File: src/hdl/bes_pkg.sv
package bes_pkg;

   localparam int WORD_W        = 32;
   localparam int DT_W          = 16;
   localparam int HALF_W        = 31;
   localparam int BOUNCE_W      = 17;
   localparam int BOUNCE_FRAC   = 16;
   localparam int DAMP_W        = 24;
   localparam int CSR_IDX_W     = 2;
   localparam int SAT_W         = 64;
   localparam int PROD_W        = DAMP_W + DT_W;
   localparam int MUL_DT_W      = WORD_W + DT_W + 1;
   localparam int BOUNCE_PROD_W = WORD_W + BOUNCE_W;

   typedef logic signed [WORD_W-1:0] word_type;

   localparam word_type WORD_MAX = 32'sh7FFF_FFFF;
   localparam word_type WORD_MIN = 32'sh8000_0000;
   localparam longint   WORD_MAX_L = 64'sd2147483647;
   localparam longint   WORD_MIN_L = -64'sd2147483648;

   typedef enum logic [CSR_IDX_W-1:0] {
      CSR_GRAVITY_X = 2'd0,
      CSR_GRAVITY_Y = 2'd1,
      CSR_GRAVITY_Z = 2'd2,
      CSR_TIME_STEP = 2'd3
   } csr_index_type;

   typedef struct packed {
      word_type            gravity_x;
      word_type            gravity_y;
      word_type            gravity_z;
      logic [DT_W-1:0]     time_step;
   } cfg_type;

   localparam cfg_type CFG_RESET = '{
      gravity_x: 32'sd0,
      gravity_y: -32'sd642908,
      gravity_z: 32'sd0,
      time_step: 16'd1092
   };

   typedef struct packed {
      logic                body_active;
      word_type [2:0]      pos;
      word_type [2:0]      vel;
      logic [HALF_W-1:0]   half_height;
      logic [BOUNCE_W-1:0] bounce_factor;
      logic [DAMP_W-1:0]   damping_rate;
   } body_in_type;

   typedef struct packed {
      logic                body_active;
      word_type [2:0]      pos;
      word_type [2:0]      vel;
      logic [HALF_W-1:0]   half_height;
      logic [BOUNCE_W-1:0] bounce_factor;
   } vel_out_type;

   typedef struct packed {
      word_type [2:0]      pos;
      word_type [2:0]      vel;
      logic                contact;
      logic [WORD_W-1:0]   speed;
      logic [BOUNCE_W-1:0] bounce_factor;
   } pos_out_type;

   typedef struct packed {
      word_type [2:0]      pos;
      word_type [2:0]      vel;
      logic                floor_contact;
      logic [HALF_W-1:0]   impact_speed;
   } rsp_out_type;

   function automatic word_type sat_word(input logic signed [SAT_W-1:0] x);
      word_type r;
      if (x > WORD_MAX_L) begin
         r = WORD_MAX;
      end else if (x < WORD_MIN_L) begin
         r = WORD_MIN;
      end else begin
         r = x[WORD_W-1:0];
      end
      return r;
   endfunction

endpackage

File: src/hdl/bes_contact.sv
module bes_contact #(
   parameter int FRACTION_BITS = 16
) (
   input  logic                 clock,
   input  logic                 reset,
   input  logic                 in_valid,
   output logic                 in_ready,
   input  bes_pkg::pos_out_type in_data,
   output logic                 out_valid,
   input  logic                 out_ready,
   output bes_pkg::rsp_out_type out_data
);
   import bes_pkg::*;

   localparam longint C07_L = ((longint'(7) <<< FRACTION_BITS) + 5) / 10;
   localparam logic [FRACTION_BITS-1:0] C07 = FRACTION_BITS'(C07_L);
   localparam int CPW = WORD_W + FRACTION_BITS + 1;
   localparam int BSW = BOUNCE_PROD_W - BOUNCE_FRAC;

   logic en7, en8;
   logic s7_vld_ff, s7_vld_in, s8_vld_ff, s8_vld_in;

   pos_out_type                 s7_ff;
   logic [BOUNCE_PROD_W-1:0]    s7_by_ff, s7_by_in;
   logic signed [CPW-1:0]       s7_cx_ff, s7_cx_in, s7_cz_ff, s7_cz_in;

   rsp_out_type                 s8_ff, s8_in;
   logic [BSW-1:0]              by_sh;
   word_type                    vy_bounce;

   assign en8 = !s8_vld_ff || out_ready;
   assign en7 = !s7_vld_ff || en8;
   assign in_ready = en7;

   assign s7_vld_in = en7 ? in_valid  : s7_vld_ff;
   assign s8_vld_in = en8 ? s7_vld_ff : s8_vld_ff;

   always_comb begin
      s7_by_in = BOUNCE_PROD_W'(in_data.speed) * BOUNCE_PROD_W'(in_data.bounce_factor);
      s7_cx_in = $signed(in_data.vel[0]) * $signed({1'b0, C07});
      s7_cz_in = $signed(in_data.vel[2]) * $signed({1'b0, C07});
   end

   always_comb begin
      by_sh     = s7_by_ff[BOUNCE_PROD_W-1:BOUNCE_FRAC];
      vy_bounce = (by_sh[BSW-1:WORD_W-1] != '0) ? WORD_MAX : by_sh[WORD_W-1:0];

      s8_in.pos           = s7_ff.pos;
      s8_in.floor_contact = s7_ff.contact;
      if (s7_ff.contact) begin
         // reflected vertical speed, horizontal friction of 0.7
         s8_in.vel[0]       = sat_word(SAT_W'(s7_cx_ff >>> FRACTION_BITS));
         s8_in.vel[1]       = vy_bounce;
         s8_in.vel[2]       = sat_word(SAT_W'(s7_cz_ff >>> FRACTION_BITS));
         s8_in.impact_speed = s7_ff.speed[WORD_W-1] ? '1 : s7_ff.speed[HALF_W-1:0];
      end else begin
         s8_in.vel          = s7_ff.vel;
         s8_in.impact_speed = '0;
      end
   end

   always_ff @(posedge clock) begin
      if (reset) begin
         s7_vld_ff <= 1'b0;
         s8_vld_ff <= 1'b0;
      end else begin
         s7_vld_ff <= s7_vld_in;
         s8_vld_ff <= s8_vld_in;
      end
   end

   always_ff @(posedge clock) begin
      if (en7) begin
         s7_ff    <= in_data;
         s7_by_ff <= s7_by_in;
         s7_cx_ff <= s7_cx_in;
         s7_cz_ff <= s7_cz_in;
      end
      if (en8) begin
         s8_ff <= s8_in;
      end
   end

   assign out_valid = s8_vld_ff;
   assign out_data  = s8_ff;

endmodule
File: config.mk
export PLATFORM = sky130hd
export DESIGN_NAME = bes_contact
export DESIGN_NICKNAME = d
export VERILOG_FILES = /design/src/hdl/bes_pkg.sv /design/src/hdl/bes_contact.sv
export SDC_FILE = /design/constraint.sdc
export NUM_CORES = 2
export LEC_CHECK = 0
export BUFFER_PORTS_ARGS = -buffer_cell sky130_fd_sc_hd__buf_2
export CAP_MARGIN = 25
export CORE_MARGIN = 2
export CORE_UTILIZATION = 55
export DETAILED_ROUTE_END_ITERATION = 7
export GPL_TIMING_DRIVEN = 0
export PLACE_DENSITY_LB_ADDON = 0.2
export SKIP_LAST_GASP = 1
export SYNTH_ARGS = -nofsm -noshare
export SYNTH_HDL_FRONTEND = slang
export SYNTH_SLANG_ARGS = --single-unit
File: constraint.sdc
create_clock -name clock -period 13.85 [get_ports clock]
set_input_delay 1.385 -clock clock [delete_from_list [all_inputs] [get_ports clock]]
set_output_delay 1.385 -clock clock [all_outputs]
set_load 0.02 [all_outputs]
# After elaboration in Yosys (flattened, before gate mapping)
# Cells that the tools add are included.
# word_totals
ff_bits	598
latch_bits	0
ram_bits	0
mem_bits_ro	0
in_bits	246
out_inout_bits	226
wordCells	40
mem_count	0
# op_classes
add_sub_neg	0
n_mul	3
n_div	0
magnitude_cmp	4
n_eq_ne	0
shift	0
n_mux	7
bitwise_logic	0
reduce_logical	5
# op_table
cell	count
$mux W32	5
$mul A32 B17 Y49 const B	2
$mux W96	1
$gt A33 B32 Y1 const B	2
$lt A33 B32 Y1 const B	2
$mul A32 B17 Y49	1
$mux W31	1
$logic_not A1 Y1	2
$logic_or A1 B1 Y1	2
$reduce_bool A2 Y1	1

# Longest topological paths before layout
# logic_depth
depth_word	4
depth_mapped	24
mapped_depth_nobuf	22

# Worst setup path before layout
# OpenSTA, ideal clock, no wires.
# synth_timing
path_type	in2out
startpoint	input port out_ready
endpoint	output port in_ready
t_arrival_ns	8.345
required_time_ns	12.465
slack_ns	4.120
cell_stages	2
path_buffers	0
cell_sequence	nor2b_1 -> nand2_1
# synth_via
elab_chain_len	2
# synth_rtl
item	line_no	rtl
from (decl)	bes_contact.sv:10	input logic out_ready,
$logic_or A1 B1 Y1	bes_contact.sv:31	assign en8 = !s8_vld_ff || out_ready;
$logic_or A1 B1 Y1	bes_contact.sv:32	assign en7 = !s7_vld_ff || en8;
to (decl)	bes_contact.sv:7	output logic in_ready,
# No other way between the ends.

# Final worst setup path
# layout_timing
startpoint	input port in_data[3] in the netlist's numbering
endpoint	register s7_by_ff[41], data pin
# layout_via
elab_chain_len	1
# layout_rtl
item	line_no	rtl
from (decl)	bes_contact.sv:8	input bes_pkg::pos_out_type in_data,
$mul A32 B17 Y49	bes_contact.sv:39	s7_by_in = BOUNCE_PROD_W'(in_data.speed) * BOUNCE_PROD_W'(in_data.bounce_factor);
named net s7_by_in[41]	bes_contact.sv:24	logic [BOUNCE_PROD_W-1:0] s7_by_ff, s7_by_in;
to (signal assigned)	bes_contact.sv:75	s7_by_ff <= s7_by_in;
to (decl)	bes_contact.sv:24	
# The timed path passes the listed nets, and every way through them passes these cells.
# A chain may end at the register's enable or synchronous reset.

==> impl_metrics.ini <==
[status]
status = finished, final reports clean

[synthesis]
synthCells = 4851
synth_cell_type_count = 77
synth-seq-cells = 550
synth_top_area_share_pct = 32.4
yosysSeqAreaShare_pct = 30.6
synth_fp_nets = 6375
synth_top_area_cell = fa_1
syn_area_mm2 = 0.0539
yosys-top-cells-area = fa_1 32%, edfxtp_1 31%, ha_1 9.4%
syn_area_per_cell_um2 = 11.1
synth_flop_cell = edfxtp_1
synth_edf_count = 548
async_flop_share_pct = 0
yosys_warnings = 0

[floorplanning]
io_pins = 472
dieWidth_um = 317
dieHeight_um = 317
die-area_mm2 = 0.101
core_mm2 = 0.0970
rows = 114
initial_core_util_pct = 55.6

[clocking]
htree_levels = 2
cts_tree = yes
numCtsBuffers = 59
cts-resized-gates = 0
clkLatencyLatePin_ps = 660
root_buffer = clkbuf_16
clock-sinks = 550
hold_buffers = 0
cts.clk_slew.worst_paths_ps = 60
cts.path.max_buffers = 3
post_cts_buffers = 0

[finish]
final_cell_area_mm2 = 0.0600
area_delta_synth_final_pct = 11.3
n_fill_cell = 7951
layout.nets = 6914
layout-drive-gt1-share_pct = 11.9
utilization_pct = 61.9

[placed_design]
dpl-instance-area_mm2 = 0.0581
place_congestion = 0.949
dp_hpwl_um = 117000
port_buffers = 471

[global_route]
grt_pass1_vias = 37500
grt_first_pass_wirelength_um = 214000
met3_usage_pct = 6.35
overflow = 0
antenna_found_initial = 16
grt_use_met1_pct = 37.5
grt_use_total_pct = 28.4
grt_most_used_layer = met2
grt_use_met2_pct = 46.7
grt_max_degree = 120

[sta]
period_minus_slack_ps = 8120
setup_violations = 0
worst_slew_pin_slew_ps = 968
rsz0062_at_grt = false
finClkSkew_ps = 15.8
maxSlewHeadroom_pct = 35.0
drv_slew = 0
fin_crit_sh_pct = 58.6
fmax_mhz = 123
hold_viol = 0

[routing]
wirelength_um = 140000
drtIter0Drc = 2547
dr.pass1.iters = 7
route.detailed.drc = 0
antenna_left = 0
vias_per_cell = 5.37
via_count = 36100
routedWlPerCell_um = 20.8

[worst_setup_path]
critPathKind = in -> reg
worstSetupStartpointType = input pin
r2r_cells = 4
r2r_start = s7_ff[49]
critPathRequiredTime_ps = 14260
crit_arrival_ps = 8530
crit_path_end_kind = flip-flop
r2r-end = out_data[12]
crit_fanout = 10
r2r_slack_ps = 10910

[min_path]
hold_depth = 0
worstHoldStart = s7_ff[224]
hp-class = reg -> reg
whs_endpoint = out_data[206]

[run]
cap_violations = 0
[sequential cells by signal (all words and copies together), names as in the netlist]
name / flops
out_data: 224
out_valid: 1
s7_by_ff: 33
s7_cx_ff: 33
s7_cz_ff: 33
s7_ff: 225
s7_vld_ff: 1
[routing by layer]
| layer | up-vias | share of wire (%) |
|---|---|---|
| li1 | 16200 | - |
| met1 | 18200 | 40 |
| met5 | - | 0.041 |
| met3 | 255 | 9.2 |
| met4 | 10 | 3.8 |
| met2 | 1405 | 47 |
[worst max-delay path, stage by stage]
cell      delay, ps
buf_2           240
clkbuf_1        670
nand2_1         180
fa_1            530
fa_1            510
fa_1            520
inv_1            60
fa_1            540
fa_1            510
inv_1            50
fa_1            470
inv_1            40
ha_1            350
a21oi_2         200
o21ai_1         120
nor3_1          790
a211oi_2        180
a211o_2         380
o21a_1          290
o41a_1          340
xor2_1          150
[Yosys cell counts, drive strengths merged, types with 5 or more instances]
| cell type | n |
|---|---|
| nor2b | 15 |
| nand2 | 425 |
| o21a | 54 |
| a21o | 77 |
| mux2 | 34 |
| o21ai | 103 |
| buf | 10 |
| and2 | 214 |
| nand3 | 26 |
| o41ai | 5 |
| a211oi | 18 |
| o21bai | 15 |
| o22a | 33 |
| xnor2 | 58 |
| fa | 873 |
| or2 | 5 |
| o211ai | 38 |
| inv | 1318 |
| xor2 | 40 |
| a211o | 9 |
| clkbuf | 143 |
| and3 | 21 |
| nor2 | 62 |
| o211a | 5 |
| ha | 405 |
| nor3 | 15 |
| nand4 | 21 |
| a221oi | 6 |
| maj3 | 31 |
| nand2b | 10 |
| a21oi | 129 |
| a31oi | 16 |
| o31ai | 5 |
| a31o | 5 |
| edfxtp | 548 |
[cell type report]
| cell class | instances | area, um^2 | area share, % |
|---|---|---|---|
| Antenna cell | 7 | 17.5 | 0.0292 |
| Buffer | 153 | 594 | 0.990 |
| Clock buffer | 68 | 1510 | 2.52 |
| Clock inverter | 41 | 392 | 0.653 |
| Inverter | 1318 | 4950 | 8.26 |
| Multi-Input combinational cell | 2830 | 31900 | 53.2 |
| Sequential cell | 550 | 16500 | 27.5 |
| Tap cell | 1276 | 1600 | 2.66 |
| Timing Repair Buffer | 478 | 2540 | 4.23 |
[metrics by stage]
stage                     instances  hold slack (ps)  worst slack [ps]  setup TNS, ps
after floorplan                4851              400              4120              0
after global placement         6598              400              -412           -412
after detailed placement       6605              405              5380              0
after CTS                      6714              418              6070              0
after global routing           6715              422              5550              0
final                          6721              417              5730              0
[layout by cell type, fill, tap and decap left out, types with 10 or more instances in the layout]
master	Yosys	routed
o211ai_1	38	38
nor3_1	15	15
a21oi_1	128	128
nor2b_1	15	15
clkinv_2	0	12
inv_1	1318	1317
xnor2_1	58	58
o21bai_1	15	15
nand4_1	20	20
maj3_1	31	31
a211oi_1	17	17
mux2_2	34	34
nor2_1	62	62
clkbuf_16	0	59
nand2b_1	10	10
clkbuf_1	142	150
and3_1	20	20
a31oi_1	15	15
a21o_1	74	74
buf_2	2	473
xor2_1	40	40
nand3_1	26	26
and2_1	214	214
o21ai_0	96	96
o22a_1	33	33
fa_1	873	873
edfxtp_1	548	548
nand2_1	425	424
ha_1	405	405
o21a_1	54	54
[worst max-delay path by stage]
| stage | end | from | slack (ps) | depth (start not counted) |
|---|---|---|---|---|
| 2_1_floorplan | in_ready | out_ready | 4120 | 2 |
| 3_3_place_gp | in_ready | out_ready | -410 | 4 |
| 3_5_place_dp | s7_by_ff[41] | in_data[27] | 5380 | 21 |
| 4_1_cts | s7_by_ff[41] | in_data[27] | 6070 | 21 |
| 5_1_grt | s7_by_ff[41] | in_data[28] | 5550 | 21 |
| 6_report | s7_by_ff[41] | in_data[3] | 5730 | 21 |
[cell families after synthesis]
family	Yosys count	share of synthesized area, %
AOI/OAI and AO/OA	556	7.07
xor gates and xnor gates	98	1.59
adders and majority gates	1309	42.4
buffers and inverters	1471	10.3
DFF	550	30.6
muxes	38	0.784
and+or+nand+nor	829	7.32
Power is left out: the tool's default activity adds up to more than one toggle a clock period on the data nets, which glitch-free logic cannot reach.
